File: config.mk
export PLATFORM = sky130hd
export DESIGN_NAME = phr_ram
export DESIGN_NICKNAME = d
export VERILOG_FILES = /design/src/hdl/phr_ram.sv
export SDC_FILE = /design/constraint.sdc
export NUM_CORES = 2
export LEC_CHECK = 0
export BUFFER_PORTS_ARGS = -buffer_cell sky130_fd_sc_hd__buf_2
export CAP_MARGIN = 40
export CORE_ASPECT_RATIO = 2
export CORE_UTILIZATION = 25
export DETAILED_ROUTE_END_ITERATION = 12
export SLEW_MARGIN = 20
export SYNTH_ARGS = -nofsm -noshare
export SYNTH_HDL_FRONTEND = slang
export SYNTH_SLANG_ARGS = --single-unit
File: constraint.sdc
create_clock -name i_clk -period 4.18 [get_ports i_clk]
set_clock_uncertainty 0.1 [all_clocks]
set_input_delay 0.836 -clock i_clk [delete_from_list [all_inputs] [get_ports i_clk]]
set_output_delay 0.836 -clock i_clk [all_outputs]
set_load 0.005 [all_outputs]
File: src/hdl/phr_ram.sv
// ============================================================================
// phr_ram
// Generic single write port, single read port RAM with registered read.
// ============================================================================
module phr_ram #(
    parameter int WIDTH = 16,
    parameter int DEPTH = 256
) (
    input  logic                     i_clk,
    input  logic                     i_we,
    input  logic [$clog2(DEPTH)-1:0] i_waddr,
    input  logic [WIDTH-1:0]         i_wdata,
    input  logic                     i_re,
    input  logic [$clog2(DEPTH)-1:0] i_raddr,
    output logic [WIDTH-1:0]         o_rdata
);

    logic [WIDTH-1:0] r_mem [DEPTH];
    logic [WIDTH-1:0] r_rdata;

    // write port
    always_ff @(posedge i_clk) begin
        if (i_we) begin
            r_mem[i_waddr] <= i_wdata;
        end
    end

    // registered read, holds when not enabled
    always_ff @(posedge i_clk) begin
        if (i_re) begin
            r_rdata <= r_mem[i_raddr];
        end
    end

    assign o_rdata = r_rdata;

endmodule

==> summary.md <==
| Metric | Value |
|---|---|
| Leak | `0.05755 uW` |
| Fillers | `61440` |
| Die area | `638900 um^2` |
| Slowest cell on crit path | `o31ai_1` |
| Setup crit start kind | `input pin` |
| CTS Buf Count | `307` |
| H-tree depth | `5` |
| Post-CTS Repair Setup Buffers | `0` |
| Post-Synthesis Cells | `~7400` |
| CTS resizes | `0` |
| Synth Cell Area | `roughly 160000 um^2` |
| Syn_nets | `~7400` |
| HPWL reported at the end of detailed placement | `327.6 mm` |
| Die Y | `1.129 mm` |
| Max-cap violations | `0` |
| Worst path cell trace | `buf_12 -> buf_12 -> buf_4 -> buf_4 -> mux2i_1 -> o221ai_1 -> a21oi_1 -> o31ai_1 -> o32ai_2 -> buf_4 -> nor4_1` |
| TNS Setup | `0 ns` |
| GRT Util Overall | `14.68%` |
| Crit-path max FO | `38` |
| Crit. End Element | `flip-flop` |
| Hold slack | `0.1633 ns` |
| I/O Buffers | `50` |
| Total gr overflow | `0` |
| Tmin final | `approximately 3.6 ns` |
| Area Overhead vs Synth | `16.54%` |
| DRT iter0 DRCs | `between 7000 and 8000` |
| Root buffer cell | `clkbuf_16` |
| Clk sinks | `4112` |
| Pwr Density | `433.9 nW/um^2` |
| Power, Total | `roughly 80000 uW` |
| Drt pass-1 iters | `5` |
| Nets | `8177` |
| Top cells by instance count after synthesis | `4112 x edfxtp_1, 797 x mux4_2, 565 x mux2i_1` |
| Setup Crit Path Kind | `in2reg` |
| R2R Path End | `o_rdata[11]$_DFFE_PP_` |
| Hold-fix buffer count after cts | `0` |
| Clock Latency Late Sink | `0.97 ns` |
| ANT nets after route | `0` |
| Max clock buf depth | `4` |
| WP data arrival | `4.27 ns` |
| I/O pins | `51` |
| Final Hold Fails | `0` |
| Maximum vdd drop | `around 0.35 mV` |
| Fin. max-slew vios | `0` |
| Primary FF master, synth | `edfxtp_1` |
| Final setup viols | `0` |
| #FFs+latches synth | `just over 4000` |
| Sequential fraction of the synthesis area | `between 70 and 80%` |
| Clock transition at path regs | `roughly 0.080 ns` |
| Status | `finished, final reports clean` |
| Via Count | `78670` |
| Final wirelength | `480.6 mm` |
| Worst-margin pin slew | `about 1.4 ns` |
| Worst Hold Class | `in2reg` |
| Vias per cell | `4.712` |
| Antenna violations before repair | `22` |
| Layout cells sized above 1 | `between 20 and 30%` |
| Count of unique library cells instantiated by Yosys | `51` |
| Vias in the first global route | `82370` |
| Synth top area share | `77.72%` |
| # DRC | `0` |
| Placer Congestion | `0.9778` |
| CP peak stage delay | `0.63 ns` |
| Number of flops mapped to enable cells by yosys | `4112` |
| Period utilisation layout | `between 80% and 90%` |
| RSZ-0062 raised after global routing | `false` |
| Initial Util | `25.12%` |
| Core Area | `632500 um^2` |
| Max Clock Freq | `0.2779 GHz` |
| Ys async rst share | `0%` |
| Dominant cells by area after synthesis | `edfxtp_1 78%, mux4_2 11%, mux2i_1 3.6%, o221ai_1 1.4%, nor2_1 0.72%` |
| Syn_area_per_cell | `between 20 and 25 um^2` |
| Largest net degree at the start of global routing | `~140` |
| Yosys warnings | `0` |
| Internal reg-to-reg setup slack | `0.93 ns` |
| Worst Setup EP | `o_rdata[11]$_DFFE_PP_` |
| Die X | `around 570 um` |
| Max-slew headroom | `under 10%` |
| Most common cell in the netlist | `edfxtp_1` |
| RR Startpoint | `r_mem[3][11]$_DFFE_PP_` |
| First-pass GRT wire length | `between 600 and 700 mm` |
| Avg WL per Cell | `28.78 um` |
| CTS tree | `built` |
| Most used cell, CP | `buf_4` |
| Cell taking the most area after synthesis | `edfxtp_1` |
| CP startpoint | `i_raddr[0]` |
| Row count | `413` |
| Required time worst endpoint | `4.85 ns` |
| R2R depth | `8` |
-- routing by layer --
layer	GRT usage [%]	up-vias	part of all wire, %
met4	13.60	4	11
met5	0	-	0.0056
li1	-	32730	-
met1	13.71	42270	31
met3	1.673	997	4.2
met2	27.57	2673	54
-- through the flow --
| stage | util, % | area, um^2 | setup slack, ns | cells |
|---|---|---|---|---|
| 6_report | 29.27 | 185100 | 0.5810 | 16700 |
| 5_1_grt | 29.27 | 185100 | 0.5590 | 16690 |
| 4_1_cts | 29.26 | 185100 | 0.6348 | 16680 |
| 3_5_place_dp | 27.72 | 175300 | -0.3387 | 16130 |
| 3_3_place_gp | 27.68 | 175100 | -1.051 | 16110 |
| 2_1_floorplan | - | 158900 | 0.9951 | 7360 |
-- state kept, by name, indices dropped and copies added (netlist names) --
register / count
o_rdata: 16
r_mem: 4096
-- power by group --
part	switching [uW]	internal (uW)
Combinational	3120	1750
Clock	14500	15400
Sequential	60.0	45400
-- worst min path at each step --
stage	start	end	slack [ns]	cells after the start
6_report	i_wdata[6]	r_mem[192][6]$_DFFE_PP_	0.16	1
5_1_grt	i_wdata[9]	r_mem[87][9]$_DFFE_PP_	0.15	1
3_3_place_gp	r_mem[250][7]$_DFFE_PP_	o_rdata[7]$_DFFE_PP_	1.09	6
4_1_cts	i_wdata[9]	r_mem[87][9]$_DFFE_PP_	0.15	1
3_5_place_dp	r_mem[250][7]$_DFFE_PP_	o_rdata[7]$_DFFE_PP_	1.07	6
2_1_floorplan	i_wdata[0]	r_mem[0][0]$_DFFE_PP_	0.83	0
-- kinds of logic after synthesis --
group | after synthesis | share of synthesized area [%]
DFF | 4112 | 77.72
AOI/OAI and AO/OA | 786 | 3.534
muxes | 1450 | 15.48
and+or+nand+nor | 556 | 1.573
buffers and inverters | 456 | 1.692
-- cell usage in the layout (no fill, tap or decap), types with 13 or more instances in the layout --
cell type,count
clkinv_1,53
o221ai_1,252
o22ai_1,148
clkbuf_1,47
a221oi_1,26
nor3_1,83
inv_6,15
a21oi_1,172
diode_2,17
nand2_1,37
mux4_2,797
nor4_1,17
o21ai_0,27
buf_12,117
o32ai_1,19
nand4_1,26
a22o_1,32
buf_4,745
mux2_2,88
clkbuf_16,313
clkinvlp_4,19
a22oi_1,43
nand3_1,26
bufinv_16,25
buf_8,20
buf_2,34
clkinv_2,57
o31ai_1,13
mux2i_1,565
nor2_1,295
a211oi_1,18
edfxtp_1,4112
-- area by class of cell --
cell class / count / area [um^2] / share of cell area, %
Inverter: 4 / 27.53 / 0.01487
Tap cell: 8300 / 10390 / 5.609
Clock inverter: 187 / 1745 / 0.9427
Sequential cell: 4112 / 123500 / 66.69
Clock buffer: 360 / 8009 / 4.326
Timing Repair Buffer: 925 / 8542 / 4.614
Antenna cell: 17 / 42.54 / 0.02298
Multi-Input combinational cell: 2792 / 32920 / 17.78
-- critical path, delay by kind of cell --
family / cells / cell delay [ns]
buf+inv: 5 / 1.54
mux: 1 / 0.09
compound gates: 4 / 1.40
simple gates: 1 / 0.28
Power figures use the tool's default switching activity.
