<file path="config.mk">
export PLATFORM = sky130hd
export DESIGN_NAME = phr_div
export DESIGN_NICKNAME = d
export VERILOG_FILES = /design/src/hdl/phr_pkg.sv /design/src/hdl/phr_div.sv
export SDC_FILE = /design/constraint.sdc
export NUM_CORES = 1
export LEC_CHECK = 0
export BUFFER_PORTS_ARGS = -buffer_cell sky130_fd_sc_hd__clkbuf_2
export CAP_MARGIN = 20
export CORE_ASPECT_RATIO = 1.2
export CORE_UTILIZATION = 46
export DETAILED_ROUTE_END_ITERATION = 6
export GPL_ROUTABILITY_DRIVEN = 0
export PLACE_DENSITY = 0.68
export SETUP_SLACK_MARGIN = 0.5
export SYNTH_ARGS = -nofsm -noshare
export SYNTH_HDL_FRONTEND = slang
export SYNTH_SLANG_ARGS = --single-unit
</file>
<file path="constraint.sdc">
create_clock -name i_clk -period 4.12 [get_ports i_clk]
set_clock_uncertainty 0.2 [all_clocks]
set_input_delay 0.206 -clock i_clk [delete_from_list [all_inputs] [get_ports i_clk]]
set_output_delay 0.206 -clock i_clk [all_outputs]
set_load 0.03 [all_outputs]
</file>
<file path="src/hdl/phr_pkg.sv">
// ============================================================================
// phr_pkg
// Shared constants, codes, types and the exp table ratio function of the
// point heatmap rasterizer.
// ============================================================================
package phr_pkg;

    // default geometry and table size
    localparam int MAX_HEIGHT_DEF      = 256;
    localparam int MAX_WIDTH_DEF       = 256;
    localparam int EXP_TABLE_DEPTH_DEF = 256;

    // fixed field widths
    localparam int COORD_W = 16;
    localparam int SRC_W   = 13;
    localparam int TGT_W   = 9;
    localparam int SIGMA_W = 8;
    localparam int PIX_W   = 16;
    localparam int CFG_W   = 13;
    localparam int CFGI_W  = 3;
    // distance inside a window stays below 48 * 255 + 256
    localparam int DX_W    = 14;
    // divisor of the table index: sigma^2 << 13
    localparam int DEN_W   = 2 * SIGMA_W + 13;

    // operation codes
    localparam logic [1:0] OP_PLACE = 2'd0;
    localparam logic [1:0] OP_READ  = 2'd1;
    localparam logic [1:0] OP_CLEAR = 2'd2;

    // register indexes
    localparam logic [CFGI_W-1:0] CFG_SRC_W  = 3'd0;
    localparam logic [CFGI_W-1:0] CFG_SRC_H  = 3'd1;
    localparam logic [CFGI_W-1:0] CFG_TGT_W  = 3'd2;
    localparam logic [CFGI_W-1:0] CFG_TGT_H  = 3'd3;
    localparam logic [CFGI_W-1:0] CFG_MODE   = 3'd4;
    localparam logic [CFGI_W-1:0] CFG_SIGMA  = 3'd5;

    // divider status
    typedef struct packed {
        logic busy;
        logic done;
    } t_div_stat;

    // quotient of a 64-bit value by a small divisor, shift and subtract
    function automatic logic [63:0] div_small(input logic [63:0] num,
                                              input logic [5:0] den);
        logic [63:0] quo;
        logic [6:0]  rem;
        quo = '0;
        rem = '0;
        for (int b = 63; b >= 0; b--) begin
            rem = {rem[5:0], num[b]};
            if (rem >= {1'b0, den}) begin
                rem    = rem - {1'b0, den};
                quo[b] = 1'b1;
            end
        end
        return quo;
    endfunction

    // exp(-step) in Q0.32 by a Taylor series, step given in Q.32
    function automatic logic [31:0] exp_ratio(input logic [63:0] step);
        logic [63:0] term;
        logic [63:0] acc;
        term = 64'h1_0000_0000;
        acc  = term;
        for (int n = 1; n < 64; n++) begin
            if (term != 64'd0) begin
                term = div_small((term * step) >> 32, 6'(n));
                if (n[0]) acc = acc - term;
                else acc = acc + term;
            end
        end
        return acc[31:0];
    endfunction

endpackage

</file>
<file path="src/hdl/phr_div.sv">
// ============================================================================
// phr_div
// Shared restoring divider, one quotient bit per cycle.
// ============================================================================
module phr_div
    import phr_pkg::*;
#(
    parameter int NUM_W = 39,
    parameter int D_W   = 29
) (
    input  logic             i_clk,
    input  logic             i_rst_n,
    input  logic             i_start,
    input  logic [NUM_W-1:0] i_num,
    input  logic [D_W-1:0]   i_den,
    output t_div_stat        o_stat,
    output logic [NUM_W-1:0] o_quo
);

    localparam int CNT_W = $clog2(NUM_W);

    logic             r_busy;
    logic             r_done;
    logic [CNT_W-1:0] r_cnt;
    logic [NUM_W-1:0] r_num;
    logic [D_W-1:0]   r_rem;
    logic [D_W-1:0]   r_den;
    logic [D_W:0]     rem_sh;
    logic [D_W:0]     rem_sub;
    logic             ge;

    // one restoring step
    assign rem_sh  = {r_rem, r_num[NUM_W-1]};
    assign ge      = rem_sh >= {1'b0, r_den};
    assign rem_sub = rem_sh - {1'b0, r_den};

    // control
    always_ff @(posedge i_clk) begin
        if (!i_rst_n) begin
            r_busy <= 1'b0;
            r_done <= 1'b0;
            r_cnt  <= '0;
        end else begin
            r_done <= 1'b0;
            if (i_start) begin
                r_busy <= 1'b1;
                r_cnt  <= '0;
            end else if (r_busy) begin
                r_cnt <= r_cnt + 1'b1;
                if (r_cnt == CNT_W'(NUM_W - 1)) begin
                    r_busy <= 1'b0;
                    r_done <= 1'b1;
                end
            end
        end
    end

    // datapath
    always_ff @(posedge i_clk) begin
        if (i_start) begin
            r_num <= i_num;
            r_rem <= '0;
            r_den <= i_den;
        end else if (r_busy) begin
            r_num <= {r_num[NUM_W-2:0], ge};
            r_rem <= ge ? rem_sub[D_W-1:0] : rem_sh[D_W-1:0];
        end
    end

    assign o_stat.busy = r_busy;
    assign o_stat.done = r_done;
    assign o_quo       = r_num;

endmodule

</file>
==> flow_summary.ini <==
[run_status]
outcome = finished, final reports clean

[clocking]
cts_inserted_buffers = 9
post_cts_resized = 0
clock_latency_ns = 0.36
cts_tree = built
h-tree-depth = 3
cts.sinks = 105
cts-root-buf = clkbuf_16
clkTransAtPathRegs_ns = 0.07
clockBufferDepth = 2

[power]
p_comb_share_pct = 26.4
power.density_nw_per_um2 = 384
clkPwrFrac_pct = 29.8
internal_power_mw = 2.03
p_total_mw = 2.92
p_leak_nw = 3.30
swShare_pct = 30.5
power.switching_mw = 0.891
peakVddDrop_uv = 247
seq_power_share_pct = 43.8

[timing]
worst_pin_slew_ns = 0.683
setup-tns-final_ns = 0
period_needed_ns = 3.28
slew_violations = 0
rsz0062_at_grt = no
fin_crit_sh_pct = 79.6
report.final.hold_viol_count = 0
fmax_ghz = 0.305
setup_viol = 0
slew_headroom_pct = 54.5
timing.hold.ws_ns = 0.133

[route]
via_per_inst = 5.30
vias = 4778
drt-wirelength-per-cell_um = 15.1
drc = 0
first_pass_iters = 4
routed_wl_um = 13600
drt-initial-drc-count = 194
ant_nets = 0

[yosys]
synth_edf_count = 68
syn_area_per_cell_sq_um = 10.7
async_reset_ff_share_pct = 0
synth_fa_ha_area_share_pct = 6.80
synth-seq-cells = 105
synth_nets = 663
yosysSeqAreaShare_pct = 46.4
synth_top_family_by_area = compound AO/OA/AOI/OAI gates
yosysWarnings = 0
synth_compound_area_share_pct = 14.9
synth_area_sq_um = 6000
synth-simple-area-share_pct = 10.8
synth-main-ff-cell = edfxtp_1
synthXorXnorAreaFrac_pct = 4.38
netlist_instances = 560
synth_cell_type_count = 59
synthMuxAreaShare_pct = 11.0

[worst_setup_path]
cp_max_fo = 21
max_stage_delay_ns = 0.42
r2r-start = o_quo[38]$_DFFE_PP_
rrSetupSlack_ns = 0.84
slowest_stage = fa_1
cp.arrival_ns = 3.29
critPathLaunch = o_quo[38]$_DFFE_PP_
cp_data_required_time_ns = 4.13
worstSetupPathType = reg -> reg
r2r_cells = 13
r2r-end = r_rem[1]$_SDFFE_PP0P_
path_cells = inv_1 > ha_1 > inv_1 > fa_1 > a21oi_1 > o211a_1 > o21ai_1 > a21oi_1 > a21oi_2 > a31oi_4 > buf_4 > mux2i_1 > a211oi_1
crit_path_end_kind = register
endpoint = r_rem[1]$_SDFFE_PP0P_
startpoint_type = register

[floorplanning]
num_rows = 45
die_height_um = 127
start_util_pct = 47.4
dieArea_sq_um = 13500
pin_count = 112
core-area_sq_um = 12700
die_x_um = 106

[final_layout]
nFillCells = 1060
fin_cells = 901
multiInputGateArea_sq_um = 2870
drive_above_1_share_pct = 25.0
diodes = 0
finalNetCount = 835
area_growth_pct = 26.6
final_util_pct = 60.0
seq_area_sq_um = 2780

[global_route]
grt_overflow = 0
grt_max_degree = 61
grt_pass1_vias = 4866
grtUsageTotal_pct = 21.3
antenna_found_initial = 0
grt_pass1_wl_um = 22700

[place]
dp_hpwl_um = 9200
dp_cells = 816
port_buffers = 111

[job]
drv_cap = 0

[hold_path]
hp-class = in -> reg
==> final cells by class <==
cell class | count | share of cell area (%)
sequential | 105 | 36.7
inverter | 41 | 2.03
tap | 164 | 2.70
multi-input combinational | 390 | 37.8
timing repair buffer | 185 | 16.9
clock buffer | 10 | 3.01
clock inverter | 6 | 0.890
==> registers in the layout (all words and copies together) (netlist names) <==
name	cells
r_den	29
r_busy	1
r_done	1
o_quo	39
r_rem	29
r_cnt	6
==> cells in the mapped netlist (2+ instances only) <==
master / instances / share of area (%)
o21ai_1: 2 / 0.17
nand2b_1: 4 / 0.42
o22ai_1: 2 / 0.21
and3_1: 10 / 1.0
a211oi_2: 2 / 0.42
buf_6: 3 / 0.56
buf_12: 2 / 0.67
dfxtp_1: 37 / 12
o211ai_1: 4 / 0.50
a31oi_1: 4 / 0.42
nor4_1: 2 / 0.21
nor3_1: 4 / 0.33
o21bai_1: 6 / 0.75
a211oi_1: 29 / 3.6
or2_2: 2 / 0.21
o21ai_0: 22 / 1.8
a21oi_1: 34 / 2.8
xor2_1: 11 / 1.6
clkbuf_1: 12 / 0.75
a21o_1: 5 / 0.63
a21oi_4: 2 / 0.54
mux2_2: 39 / 7.3
nor2_1: 50 / 3.1
edfxtp_1: 68 / 34
inv_1: 41 / 2.6
a32oi_1: 4 / 0.58
nand3_1: 8 / 0.67
nand4_1: 5 / 0.52
ha_1: 31 / 6.5
xnor2_1: 19 / 2.8
mux2i_1: 22 / 3.7
clkbuf_8: 4 / 0.92
nand2_1: 34 / 2.1
nor2b_1: 8 / 0.83
a21boi_0: 3 / 0.38
buf_4: 2 / 0.25
==> layout by cell type, fill, tap and decap left out, drive strengths merged, types with 11 or more instances in the layout <==
cell type,Yosys,layout
clkbuf,17,120
dlygate4sd3,0,69
edfxtp,68,68
nor2,50,50
inv,41,42
mux2,39,39
dfxtp,37,37
a21oi,37,37
nand2,34,34
ha,31,31
a211oi,31,31
o21ai,25,25
mux2i,22,22
xnor2,19,19
xor2,11,11
and3,11,11
==> through the flow <==
stage	cell area, sq um	setup WS, ns
global route	7590	0.565
floorplan	6000	0.994
CTS	7590	0.839
global placement	6610	0.987
detailed placement	6610	0.863
finish	7590	0.841
==> worst max-delay path: cells and delay by family (launching register included) <==
family	cells	cell delay (ns)
AO/OA/AOI/OAI	7	1.24
adder cells (fa/ha/maj)	2	0.57
buffers and inverters	3	0.46
flip-flops	1	0.41
multiplexers	1	0.26
==> power by group through the flow <==
stage                     Combinational, mW  Clock [mW]  Sequential (mW)
after floorplan                       0.470           0             1.37
after global placement                0.701           0             1.30
after detailed placement              0.711           0             1.30
after CTS                             0.765       0.891             1.28
after global routing                  0.840       0.931             1.29
final                                 0.770       0.871             1.28
==> repair_timing <==
action	in CTS	in global routing
endpoints found under the setup margin	0	0
buffers inserted	0	0
hold endpoints to repair	69	0
hold buffers	69	0
==> how the worst min path moves through the flow <==
stage | startpoint | endpoint | slack (ns) | depth (start not counted)
2_1_floorplan | i_den[0] | r_den[0]$_DFFE_PP_ | 0.10 | 0
3_3_place_gp | i_den[8] | r_den[8]$_DFFE_PP_ | 0.18 | 1
3_5_place_dp | i_den[24] | r_den[24]$_DFFE_PP_ | 0.18 | 1
4_1_cts | i_start | r_den[22]$_DFFE_PP_ | 0.13 | 1
5_1_grt | i_start | r_den[22]$_DFFE_PP_ | 0.15 | 1
6_report | i_start | r_den[22]$_DFFE_PP_ | 0.13 | 1
==> metal layers <==
layer / global-route usage [%] / vias to the layer above / wire [um]
met5: 0 / - / 0
met4: 10.2 / 0 / 381
met2: 35.8 / 158 / 6520
met1: 25.9 / 2211 / 5970
li1: - / 2385 / -
met3: 4.69 / 24 / 776
==> logic make-up after synthesis <==
kind of cell	count (synthesis)
flops	105
mux	61
xor+xnor	30
compound gates	131
simple gates	136
buf+inv	65
fa+ha+maj	32
No activity file was read; power rests on OpenSTA's default activity.
